===== config.mk =====
export PLATFORM = sky130hd
export DESIGN_NAME = fit_based_block_allocator_flat
export DESIGN_NICKNAME = d
export VERILOG_FILES = /design/src/design/fbba_pkg.sv /design/src/design/fbba_in_if.sv /design/src/design/fbba_out_if.sv /design/src/design/fbba_cfg_if.sv /design/src/design/fit_based_block_allocator.sv /design/src/design/fbba_ctrl.sv /design/src/design/fbba_dpath.sv /design/src/flat_wrapper.sv
export VERILOG_INCLUDE_DIRS = /design/src /design/src/design
export SDC_FILE = /design/constraint.sdc
export NUM_CORES = 1
export LEC_CHECK = 0
export BUFFER_PORTS_ARGS = -buffer_cell sky130_fd_sc_hd__buf_4
export CORE_MARGIN = 8
export CORE_UTILIZATION = 25
export DETAILED_ROUTE_END_ITERATION = 8
export GPL_ROUTABILITY_DRIVEN = 0
export SYNTH_ARGS = -nofsm -noshare
export SYNTH_HDL_FRONTEND = slang
export SYNTH_SLANG_ARGS = --single-unit
export TNS_END_PERCENT = 100

===== constraint.sdc =====
create_clock -name clk -period 8.1 [get_ports clk]
set_input_delay 0.405 -clock clk [delete_from_list [all_inputs] [get_ports clk]]
set_output_delay 0.405 -clock clk [all_outputs]
set_load 0.005 [all_outputs]

===== src/design/fit_based_block_allocator_assert.svh =====
// assertion macros shared by the allocator modules
// expects clk and rst_n in scope at the point of use
`ifndef FIT_BASED_BLOCK_ALLOCATOR_ASSERT_SVH
`define FIT_BASED_BLOCK_ALLOCATOR_ASSERT_SVH

// property must hold at every clock edge out of reset
`define FBBA_ASSERT(lbl, prop, msg) \
  lbl: assert property (@(posedge clk) disable iff (!rst_n) prop) \
    else $error(msg);

// expression must never be true out of reset
`define FBBA_NEVER(lbl, expr, msg) \
  lbl: assert property (@(posedge clk) disable iff (!rst_n) !(expr)) \
    else $error(msg);

`endif


===== src/design/fbba_pkg.sv =====
// shared constants, codes and control types of the fit based block allocator
// no dependencies
package fbba_pkg;

  localparam int BLOCKS     = 16;
  localparam int SIZE_BITS  = 16;
  localparam int IDX_W      = (BLOCKS > 1) ? $clog2(BLOCKS) : 1;
  localparam int CNT_W      = $clog2(BLOCKS + 1);
  localparam int BLK_W      = 4;
  localparam int SZF_W      = 16;
  localparam int BIU_W      = 5;
  localparam int MODE_W     = 2;
  localparam int STATUS_W   = 2;
  localparam int CFG_IDX_W  = 8;
  localparam int CFG_DATA_W = 8;

  typedef enum logic [MODE_W-1:0] {
    FIT_FIRST = 2'd0,
    FIT_BEST  = 2'd1,
    FIT_NEXT  = 2'd2
  } fit_mode_t;

  typedef enum logic [CFG_IDX_W-1:0] {
    CFG_FIT_MODE      = 8'd0,
    CFG_BLOCKS_IN_USE = 8'd1
  } cfg_reg_t;

  typedef enum logic {
    ACT_LOAD  = 1'b0,
    ACT_ALLOC = 1'b1
  } action_t;

  typedef enum logic [STATUS_W-1:0] {
    ST_ALLOC = 2'd0,
    ST_NOFIT = 2'd1,
    ST_LOAD  = 2'd2
  } status_t;

  typedef enum logic [1:0] {
    S_IDLE,
    S_SCAN,
    S_FINISH
  } ctl_state_t;

  typedef struct packed {
    logic capture;
    logic scan_step;
    logic finish;
  } ctl_cmd_t;

  typedef struct packed {
    logic in_is_load;
    logic scan_done;
    logic out_free;
  } ctl_sts_t;

endpackage


===== src/design/fbba_in_if.sv =====
// request channel of the allocator: valid, ready and the request fields
// depends on fbba_pkg
interface fbba_in_if;
  logic                        valid;
  logic                        ready;
  logic                        action;
  logic [fbba_pkg::BLK_W-1:0]  block_index;
  logic [fbba_pkg::SZF_W-1:0]  size_value;

  modport source (output valid, action, block_index, size_value, input ready);
  modport sink (input valid, action, block_index, size_value, output ready);
endinterface


===== src/design/fbba_out_if.sv =====
// result channel of the allocator: valid, ready and the result fields
// depends on fbba_pkg
interface fbba_out_if;
  logic                          valid;
  logic                          ready;
  logic [fbba_pkg::STATUS_W-1:0] status;
  logic [fbba_pkg::BLK_W-1:0]    chosen_block;
  logic [fbba_pkg::SZF_W-1:0]    remaining_size;

  modport source (output valid, status, chosen_block, remaining_size, input ready);
  modport sink (input valid, status, chosen_block, remaining_size, output ready);
endinterface


===== src/design/fbba_cfg_if.sv =====
// configuration write channel: valid, ready, register index and write data
// depends on fbba_pkg
interface fbba_cfg_if;
  logic                            valid;
  logic                            ready;
  logic [fbba_pkg::CFG_IDX_W-1:0]  index;
  logic [fbba_pkg::CFG_DATA_W-1:0] data;

  modport source (output valid, index, data, input ready);
  modport sink (input valid, index, data, output ready);
endinterface


===== src/design/fit_based_block_allocator.sv =====
// top level of the fit based block allocator: controller plus datapath
// depends on fbba_pkg, fbba_in_if, fbba_out_if, fbba_cfg_if, fbba_ctrl, fbba_dpath

// Keeps the free size of up to 16 blocks and serves one request at a time.
// A load request (action 0) writes one block size and answers status 2 with
// that index and the stored size. It goes from the accept state straight to
// the finish state, with no scan. An allocate request (action 1) scans the
// table one entry per clock under the fit mode register (0 first fit, 1 best
// fit, 2 next fit, 3 always fails), shrinks the chosen block and answers
// status 0 with its index and what is left, or status 1 with zeros when
// nothing fits. An allocation passes the accept state, the scan state over
// the searched entries (blocks_in_use clamped to 16; the scan ends on its
// first step when nothing can be searched) and the finish state, with a
// single table read per scan step. Best fit walks every searched entry
// unless it fails at once on a request size of zero; first and next fit
// stop at the first hit. The result waits in an output register; a new
// request is accepted once the previous one has finished, even while its
// result is still unread, but its own finish step then waits until that
// result is taken. Config writes (register 0 fit_mode, register 1
// blocks_in_use) are always accepted and must only be issued while no
// request is in flight. The table resets to all zero with no clearing pass.
module fit_based_block_allocator (
  input logic        clk,
  input logic        rst_n,
  fbba_in_if.sink    in_ch,
  fbba_out_if.source out_ch,
  fbba_cfg_if.sink   cfg_ch
);
  import fbba_pkg::*;

  ctl_cmd_t cmd;
  ctl_sts_t sts;

  // config writes never stall
  assign cfg_ch.ready = 1'b1;

  // sequencer: idle, scan, finish
  fbba_ctrl u_ctrl (
    .clk      (clk),
    .rst_n    (rst_n),
    .in_valid (in_ch.valid),
    .in_ready (in_ch.ready),
    .sts      (sts),
    .cmd      (cmd)
  );

  // table, scan registers and result register
  fbba_dpath u_dpath (
    .clk                (clk),
    .rst_n              (rst_n),
    .cmd                (cmd),
    .sts                (sts),
    .in_action          (in_ch.action),
    .in_block_index     (in_ch.block_index),
    .in_size_value      (in_ch.size_value),
    .cfg_wr             (cfg_ch.valid),
    .cfg_index          (cfg_ch.index),
    .cfg_data           (cfg_ch.data),
    .out_ready          (out_ch.ready),
    .out_valid          (out_ch.valid),
    .out_status         (out_ch.status),
    .out_chosen_block   (out_ch.chosen_block),
    .out_remaining_size (out_ch.remaining_size)
  );

endmodule


===== src/design/fbba_ctrl.sv =====
// allocator controller: idle, table scan and finish sequencing
// depends on fbba_pkg and fit_based_block_allocator_assert.svh
`include "fit_based_block_allocator_assert.svh"

module fbba_ctrl (
  input  logic               clk,
  input  logic               rst_n,
  input  logic               in_valid,
  output logic               in_ready,
  input  fbba_pkg::ctl_sts_t sts,
  output fbba_pkg::ctl_cmd_t cmd
);
  import fbba_pkg::*;

  ctl_state_t state_r;
  ctl_state_t state_nxt;

  always_ff @(posedge clk) begin
    if (!rst_n) begin
      state_r <= S_IDLE;
    end else begin
      state_r <= state_nxt;
    end
  end

  always_comb begin
    state_nxt = state_r;
    unique case (state_r)
      S_IDLE: begin
        if (in_valid) begin
          state_nxt = sts.in_is_load ? S_FINISH : S_SCAN;
        end
      end
      S_SCAN: begin
        if (sts.scan_done) begin
          state_nxt = S_FINISH;
        end
      end
      S_FINISH: begin
        if (sts.out_free) begin
          state_nxt = S_IDLE;
        end
      end
      default: state_nxt = S_IDLE;
    endcase
  end

  always_comb begin
    in_ready      = 1'b0;
    cmd           = '0;
    unique case (state_r)
      S_IDLE: begin
        in_ready    = 1'b1;
        cmd.capture = in_valid;
      end
      S_SCAN: begin
        cmd.scan_step = 1'b1;
      end
      S_FINISH: begin
        cmd.finish = sts.out_free;
      end
      default: begin
        in_ready = 1'b0;
      end
    endcase
  end

  `FBBA_ASSERT(a_finish_needs_slot, cmd.finish |-> sts.out_free, "finish without free output slot")
  `FBBA_ASSERT(a_load_skips_scan, (cmd.capture && sts.in_is_load) |=> (state_r == S_FINISH), "load request did not go straight to finish")
  `FBBA_ASSERT(a_scan_exit, (state_r == S_SCAN && sts.scan_done) |=> (state_r == S_FINISH), "scan end did not reach finish")

endmodule


===== src/design/fbba_dpath.sv =====
// allocator datapath: config registers, free size table, scan and result register
// depends on fbba_pkg and fit_based_block_allocator_assert.svh
`include "fit_based_block_allocator_assert.svh"

module fbba_dpath (
  input  logic                            clk,
  input  logic                            rst_n,
  input  fbba_pkg::ctl_cmd_t              cmd,
  output fbba_pkg::ctl_sts_t              sts,
  input  logic                            in_action,
  input  logic [fbba_pkg::BLK_W-1:0]      in_block_index,
  input  logic [fbba_pkg::SZF_W-1:0]      in_size_value,
  input  logic                            cfg_wr,
  input  logic [fbba_pkg::CFG_IDX_W-1:0]  cfg_index,
  input  logic [fbba_pkg::CFG_DATA_W-1:0] cfg_data,
  input  logic                            out_ready,
  output logic                            out_valid,
  output logic [fbba_pkg::STATUS_W-1:0]   out_status,
  output logic [fbba_pkg::BLK_W-1:0]      out_chosen_block,
  output logic [fbba_pkg::SZF_W-1:0]      out_remaining_size
);
  import fbba_pkg::*;

  logic [MODE_W-1:0]    fit_mode_r;
  logic [BIU_W-1:0]     biu_r;
  logic [SIZE_BITS-1:0] table_r [BLOCKS];
  logic [IDX_W-1:0]     ptr_r;
  logic                 load_r;
  logic [BLK_W-1:0]     blk_r;
  logic [SIZE_BITS-1:0] req_r;
  logic [IDX_W-1:0]     scan_idx_r;
  logic [CNT_W-1:0]     scan_cnt_r;
  logic                 found_r;
  logic [IDX_W-1:0]     pick_r;
  logic [SIZE_BITS-1:0] left_r;
  logic                 out_valid_r;
  status_t              out_status_r;
  logic [BLK_W-1:0]     out_blk_r;
  logic [SZF_W-1:0]     out_rem_r;

  logic [CNT_W-1:0]     n_eff;
  logic [IDX_W-1:0]     start_idx;
  logic [SIZE_BITS-1:0] entry;
  logic [SIZE_BITS-1:0] diff;
  logic                 hit;
  logic                 abort;
  logic                 take;
  logic                 last;
  logic                 wrap;
  logic                 load_in_range;

  // searched entry count, clamped to the table depth
  always_comb begin
    if (int'(biu_r) > BLOCKS) begin
      n_eff = CNT_W'(BLOCKS);
    end else begin
      n_eff = CNT_W'(biu_r);
    end
  end

  // next fit resumes at the pointer unless it lies past the searched range
  always_comb begin
    start_idx = '0;
    if (fit_mode_r == FIT_NEXT && CNT_W'(ptr_r) < n_eff) begin
      start_idx = ptr_r;
    end
  end

  assign entry = table_r[scan_idx_r];
  assign diff  = entry - req_r;

  always_comb begin
    case (fit_mode_r) inside
      FIT_FIRST, FIT_BEST: hit = (entry != '0) && (entry >= req_r);
      FIT_NEXT:            hit = (entry >= req_r);
      default:             hit = 1'b0;
    endcase
  end

  assign abort = (n_eff == '0) || (fit_mode_r == FIT_BEST && req_r == '0) ||
                 !(fit_mode_r == FIT_FIRST || fit_mode_r == FIT_BEST ||
                   fit_mode_r == FIT_NEXT);
  // best fit keeps the later block on a tie
  assign take  = hit && !abort &&
                 (fit_mode_r != FIT_BEST || !found_r || diff <= left_r);
  assign last  = (CNT_W'(scan_cnt_r + CNT_W'(1)) == n_eff);
  assign wrap  = (CNT_W'(CNT_W'(scan_idx_r) + CNT_W'(1)) == n_eff);
  assign load_in_range = (int'(blk_r) < BLOCKS);

  always_comb begin
    sts.in_is_load = (in_action == ACT_LOAD);
    sts.scan_done  = abort || last || (hit && fit_mode_r != FIT_BEST);
    sts.out_free   = !out_valid_r || out_ready;
  end

  // configuration registers
  always_ff @(posedge clk) begin
    if (!rst_n) begin
      fit_mode_r <= FIT_FIRST;
      biu_r      <= BIU_W'(16);
    end else if (cfg_wr) begin
      unique case (cfg_index)
        CFG_FIT_MODE:      fit_mode_r <= cfg_data[MODE_W-1:0];
        CFG_BLOCKS_IN_USE: biu_r      <= cfg_data[BIU_W-1:0];
        default:           fit_mode_r <= fit_mode_r;
      endcase
    end
  end

  // request capture and scan bookkeeping
  always_ff @(posedge clk) begin
    if (!rst_n) begin
      found_r <= 1'b0;
    end else if (cmd.capture) begin
      found_r <= 1'b0;
    end else if (cmd.scan_step && take) begin
      found_r <= 1'b1;
    end
  end

  always_ff @(posedge clk) begin
    if (cmd.capture) begin
      load_r     <= (in_action == ACT_LOAD);
      blk_r      <= in_block_index;
      req_r      <= SIZE_BITS'(in_size_value);
      scan_idx_r <= start_idx;
      scan_cnt_r <= '0;
    end else if (cmd.scan_step) begin
      scan_idx_r <= wrap ? '0 : IDX_W'(CNT_W'(scan_idx_r) + CNT_W'(1));
      scan_cnt_r <= CNT_W'(scan_cnt_r + CNT_W'(1));
    end
    if (cmd.scan_step && take) begin
      pick_r <= scan_idx_r;
      left_r <= diff;
    end
  end

  // free size table and next fit pointer
  always_ff @(posedge clk) begin
    if (!rst_n) begin
      for (int i = 0; i < BLOCKS; i++) begin
        table_r[i] <= '0;
      end
      ptr_r <= '0;
    end else if (cmd.finish) begin
      if (load_r) begin
        if (load_in_range) begin
          table_r[IDX_W'(blk_r)] <= req_r;
        end
      end else if (found_r) begin
        table_r[pick_r] <= left_r;
        if (fit_mode_r == FIT_NEXT) begin
          ptr_r <= pick_r;
        end
      end
    end
  end

  // result register
  always_ff @(posedge clk) begin
    if (!rst_n) begin
      out_valid_r <= 1'b0;
    end else if (cmd.finish) begin
      out_valid_r <= 1'b1;
    end else if (out_ready) begin
      out_valid_r <= 1'b0;
    end
  end

  always_ff @(posedge clk) begin
    if (cmd.finish) begin
      if (load_r) begin
        out_status_r <= ST_LOAD;
        out_blk_r    <= blk_r;
        out_rem_r    <= load_in_range ? SZF_W'(req_r) : '0;
      end else if (found_r) begin
        out_status_r <= ST_ALLOC;
        out_blk_r    <= BLK_W'(pick_r);
        out_rem_r    <= SZF_W'(left_r);
      end else begin
        out_status_r <= ST_NOFIT;
        out_blk_r    <= '0;
        out_rem_r    <= '0;
      end
    end
  end

  assign out_valid          = out_valid_r;
  assign out_status         = out_status_r;
  assign out_chosen_block   = out_blk_r;
  assign out_remaining_size = out_rem_r;

  `FBBA_NEVER(a_scan_in_range, cmd.scan_step && !abort && scan_cnt_r >= n_eff, "scan ran past searched entries")
  `FBBA_ASSERT(a_result_on_finish, cmd.finish |=> out_valid_r, "finish did not post a result")

endmodule

===== src/flat_wrapper.sv =====
// flat-port wrapper written by rule: the top's interface ports become plain ports
module fit_based_block_allocator_flat import fbba_pkg::*;
  (clk, rst_n, in_ch_valid, in_ch_action, in_ch_block_index, in_ch_size_value, in_ch_ready, out_ch_valid, out_ch_status, out_ch_chosen_block, out_ch_remaining_size, out_ch_ready, cfg_ch_valid, cfg_ch_index, cfg_ch_data, cfg_ch_ready);
  fbba_in_if in_ch_i ();
  fbba_out_if out_ch_i ();
  fbba_cfg_if cfg_ch_i ();
  input logic clk;
  input logic rst_n;
  input wire logic [$bits(in_ch_i.valid)-1:0] in_ch_valid;
  input wire logic [$bits(in_ch_i.action)-1:0] in_ch_action;
  input wire logic [$bits(in_ch_i.block_index)-1:0] in_ch_block_index;
  input wire logic [$bits(in_ch_i.size_value)-1:0] in_ch_size_value;
  output wire logic [$bits(in_ch_i.ready)-1:0] in_ch_ready;
  output wire logic [$bits(out_ch_i.valid)-1:0] out_ch_valid;
  output wire logic [$bits(out_ch_i.status)-1:0] out_ch_status;
  output wire logic [$bits(out_ch_i.chosen_block)-1:0] out_ch_chosen_block;
  output wire logic [$bits(out_ch_i.remaining_size)-1:0] out_ch_remaining_size;
  input wire logic [$bits(out_ch_i.ready)-1:0] out_ch_ready;
  input wire logic [$bits(cfg_ch_i.valid)-1:0] cfg_ch_valid;
  input wire logic [$bits(cfg_ch_i.index)-1:0] cfg_ch_index;
  input wire logic [$bits(cfg_ch_i.data)-1:0] cfg_ch_data;
  output wire logic [$bits(cfg_ch_i.ready)-1:0] cfg_ch_ready;
  assign in_ch_i.valid = in_ch_valid;
  assign in_ch_i.action = in_ch_action;
  assign in_ch_i.block_index = in_ch_block_index;
  assign in_ch_i.size_value = in_ch_size_value;
  assign in_ch_ready = in_ch_i.ready;
  assign out_ch_valid = out_ch_i.valid;
  assign out_ch_status = out_ch_i.status;
  assign out_ch_chosen_block = out_ch_i.chosen_block;
  assign out_ch_remaining_size = out_ch_i.remaining_size;
  assign out_ch_i.ready = out_ch_ready;
  assign cfg_ch_i.valid = cfg_ch_valid;
  assign cfg_ch_i.index = cfg_ch_index;
  assign cfg_ch_i.data = cfg_ch_data;
  assign cfg_ch_ready = cfg_ch_i.ready;
  fit_based_block_allocator u_core (.clk(clk), .rst_n(rst_n), .in_ch(in_ch_i), .out_ch(out_ch_i), .cfg_ch(cfg_ch_i));
endmodule

==> results.toml <==
[run_status]
status = "completed"

[synthesis]
postSynthAreaPerCell_um2 = 12.9
yosysSeqAreaShare_pct = 63.2
syn_nets = 1324
synth_flop_cell = "edfxtp_1"
synthCells = 1244
yosysWarnings = 0
synth_edf_count = 323
synth_cell_types = 57
ys_ff_latch = 347
netlist_area_mm2 = 0.0161
async_reset_ff_share_pct = 0

[clock_tree]
root_buffer = "clkbuf_16"
cts_setup_buffers = 0
hold_buffers = 0
htree_levels = 2
clk_pin_slew_ns = 0.06
cts_tree = "built"
numCtsBuffers = 38
post_cts_resized = 0
numClockSinks = 347
clk_latency_ns = 0.54
cts_buffer_depth = 3

[route]
dr.pass1.iters = 5
wl_um = 41500
vias_per_cell = 4.69
vias = 10213
drtAntennaViolNets = 0
dr.first_iter.drc_count = 890
post-route-drc-count = 0
post_drt_wl_per_cell_um = 19.1

[global_route]
grt_pass1_wl_um = 62200
grt_start_max_net_pins = 42
groute.usage.overall_pct = 11.0
gr-total-overflow = 0
grt_pass1_vias = 10234
antenna_found_initial = 0

[placed_design]
hpwl_um = 27300
dp_cells = 2115
portBuffers = 62

[pwr]
power_frac_comb_pct = 36.6
power_leakage_nw = 6.77
cellPowerDensity_mw_per_mm2 = 344
internal_power_mw = 4.14
total_power_mw = 6.41
p_switching_mw = 2.27
pwr-share-seq_pct = 38.1
peakVddDrop_uv = 172
clkPwrFrac_pct = 25.4
p_sw_share_pct = 35.4

[critical_path]
rrSetupSlack_ns = 2.08
crit_end = "u_core.u_dpath.left_r[11]$_DFFE_PP_"
path_class = "flop to flop"
worst_path_most_repeated_cell = "a21o_1"
critPathArrivalTime_ns = 6.23
max_stage_delay_ns = 0.78
worstPathCellList = "buf_4 > mux4_1 > mux4_2 > ha_1 > a21boi_0 > o21a_1 > or2_2 > a31oi_1 > xnor2_1 > ha_1 > a21o_1 > a21o_1 > a21oi_1 > o21ai_0 > a21o_1 > a21oi_1 > o31ai_1 > a21boi_2 > buf_4"
r2r_cells = 19
end_kind = "flop"
crit_required_ns = 8.31
cp_slowest_cell = "dfxtp_4"
r2r_end = "u_core.u_dpath.left_r[11]$_DFFE_PP_"
path_max_fanout = 32
timing.critical_path.from_type = "flop"

[timing]
relSlewSlack_pct = 23.2
finalHoldViolCount = 0
drv_slew = 0
setup_viol = 0
tightestPinTransition_ns = 1.15
holdWs_ns = 0.0390
fin_crit_ns = 6.02
setup-tns-final_ns = 0
worst_clock_skew_ns = 0.0187
rsz0062_at_grt = "no"
max_freq_ghz = 0.166
period_share_pct = 74.3

[cells_and_area]
final_cells = 2178
regArea_mm2 = 0.0102
drive_above_1_share_pct = 16.1
fill_cells = 6521
area_growth_pct = 15.7
num_antenna_cells = 0
nets = 1380
multi_input_area_mm2 = 0.00539

[floorplanning]
boundaryPins = 67
rows = 93
start_util_pct = 25.1
die-area_mm2 = 0.0728
dieHeight_um = 270
coreArea_mm2 = 0.0640
die_x_um = 270

[hold_path]
hp-start = "in_ch_block_index[2]"
min_path_type = "input pin to flop"

[run]
maxCapViolations = 0
==> cell families after synthesis <==
group,share of synthesized area [%]
fa+ha+maj,3.00
simple gates,12.7
flops,63.2
other cells,0.0233
compound gates,5.67
buf+inv,3.30
mux,10.9
xor+xnor,1.14
==> worst max-delay path: cells and delay by family, from the launching register on <==
family / cells / cell delay (ns)
compound gates: 11 / 1.86
mux: 2 / 1.18
flops: 1 / 0.78
buf+inv: 2 / 0.70
fa+ha+maj: 2 / 0.66
simple gates: 1 / 0.28
xor+xnor: 1 / 0.17
==> per-stage QoR <==
step | worst slack, ns | area [µm²] | util (%)
floorplan | 1.70 | 16100 | -
global route | 1.71 | 18600 | 29.1
finish | 2.08 | 18600 | 29.1
CTS | 1.99 | 18600 | 29.1
detailed placement | 2.02 | 17500 | 27.3
global placement | 2.06 | 17500 | 27.3
==> synth_stat cells, types with 7 or more instances <==
| cell | instances | area [µm²] |
|---|---|---|
| nor3_1 | 10 | 50.1 |
| nand2b_1 | 15 | 93.8 |
| a22o_1 | 8 | 70.1 |
| inv_1 | 46 | 173 |
| mux2i_1 | 14 | 140 |
| nor2b_1 | 21 | 131 |
| xor2_1 | 13 | 114 |
| nand2_1 | 95 | 357 |
| o21ai_0 | 32 | 160 |
| mux4_2 | 62 | 1400 |
| nor2_1 | 302 | 1130 |
| dfxtp_1 | 24 | 480 |
| xnor2_1 | 8 | 70.1 |
| buf_2 | 8 | 40.0 |
| a22oi_1 | 25 | 188 |
| edfxtp_1 | 323 | 9700 |
| clkbuf_1 | 58 | 218 |
| nand4_1 | 9 | 56.3 |
| ha_1 | 37 | 463 |
| nand3_1 | 15 | 75.1 |
| nor4_1 | 7 | 43.8 |
| a21oi_1 | 33 | 165 |
==> placed cells by master, fill, tap and decap left out, types with 20 or more instances in the layout <==
cell,Yosys,layout
edfxtp_1,323,323
nor2_1,302,302
nand2_1,95,95
buf_4,2,89
mux4_2,62,62
inv_1,46,46
clkbuf_16,0,38
ha_1,37,37
a21oi_1,33,33
o21ai_0,32,32
a22oi_1,25,25
dfxtp_1,24,22
nor2b_1,21,20
==> worst min-delay path by stage <==
| stage | to | slack [ns] | depth (start not counted) |
|---|---|---|---|
| 2_1_floorplan | u_core.u_dpath.out_status[1]$_SDFFCE_PP1P_ | 0.42 | 0 |
| 3_3_place_gp | u_core.u_dpath.scan_cnt_r[1]$_SDFFE_PP0P_ | 0.47 | 2 |
| 3_5_place_dp | u_core.u_dpath.scan_cnt_r[1]$_SDFFE_PP0P_ | 0.48 | 2 |
| 4_1_cts | u_core.u_dpath.req_r[0]$_DFFE_PP_ | 0.02 | 1 |
| 5_1_grt | u_core.u_dpath.blk_r[2]$_DFFE_PP_ | 0.02 | 1 |
| 6_report | u_core.u_dpath.blk_r[2]$_DFFE_PP_ | 0.04 | 1 |
==> flip-flops by register name, indices dropped and copies added, names as in the netlist, 5 cells and up, named ones only <==
| signal | cells |
|---|---|
| u_core.u_dpath.left_r | 16 |
| u_core.u_dpath.biu_r | 5 |
| u_core.u_dpath.req_r | 16 |
| u_core.u_dpath.scan_cnt_r | 5 |
| u_core.u_dpath.table_r | 256 |
| u_core.u_dpath.out_remaining_size | 16 |
==> metal layers <==
metal,part of all wire (%),global-route usage (%),up-vias
met5,0,0,-
met4,4.0,4.48,0
met3,7.5,2.28,82
met2,48,18.2,386
met1,41,14.0,5086
li1,-,-,4659
==> power by group through the flow <==
stage                     Sequential, mW  Combinational, mW  Clock (mW)
final                               2.44               2.34        1.63
after global routing                2.47               2.55        1.72
after CTS                           2.44               2.34        1.66
after detailed placement            2.48               2.33           0
after global placement              2.47               2.29           0
after floorplan                     2.33               1.76           0
==> cell type report <==
class | count | share of cell area, %
Sequential cell | 347 | 54.7
Tap cell | 855 | 5.74
Timing Repair Buffer | 89 | 3.59
Inverter | 47 | 0.947
Multi-Input combinational cell | 777 | 28.9
Clock buffer | 46 | 5.27
Clock inverter | 17 | 0.820
(Power assumes the default switching activity.)
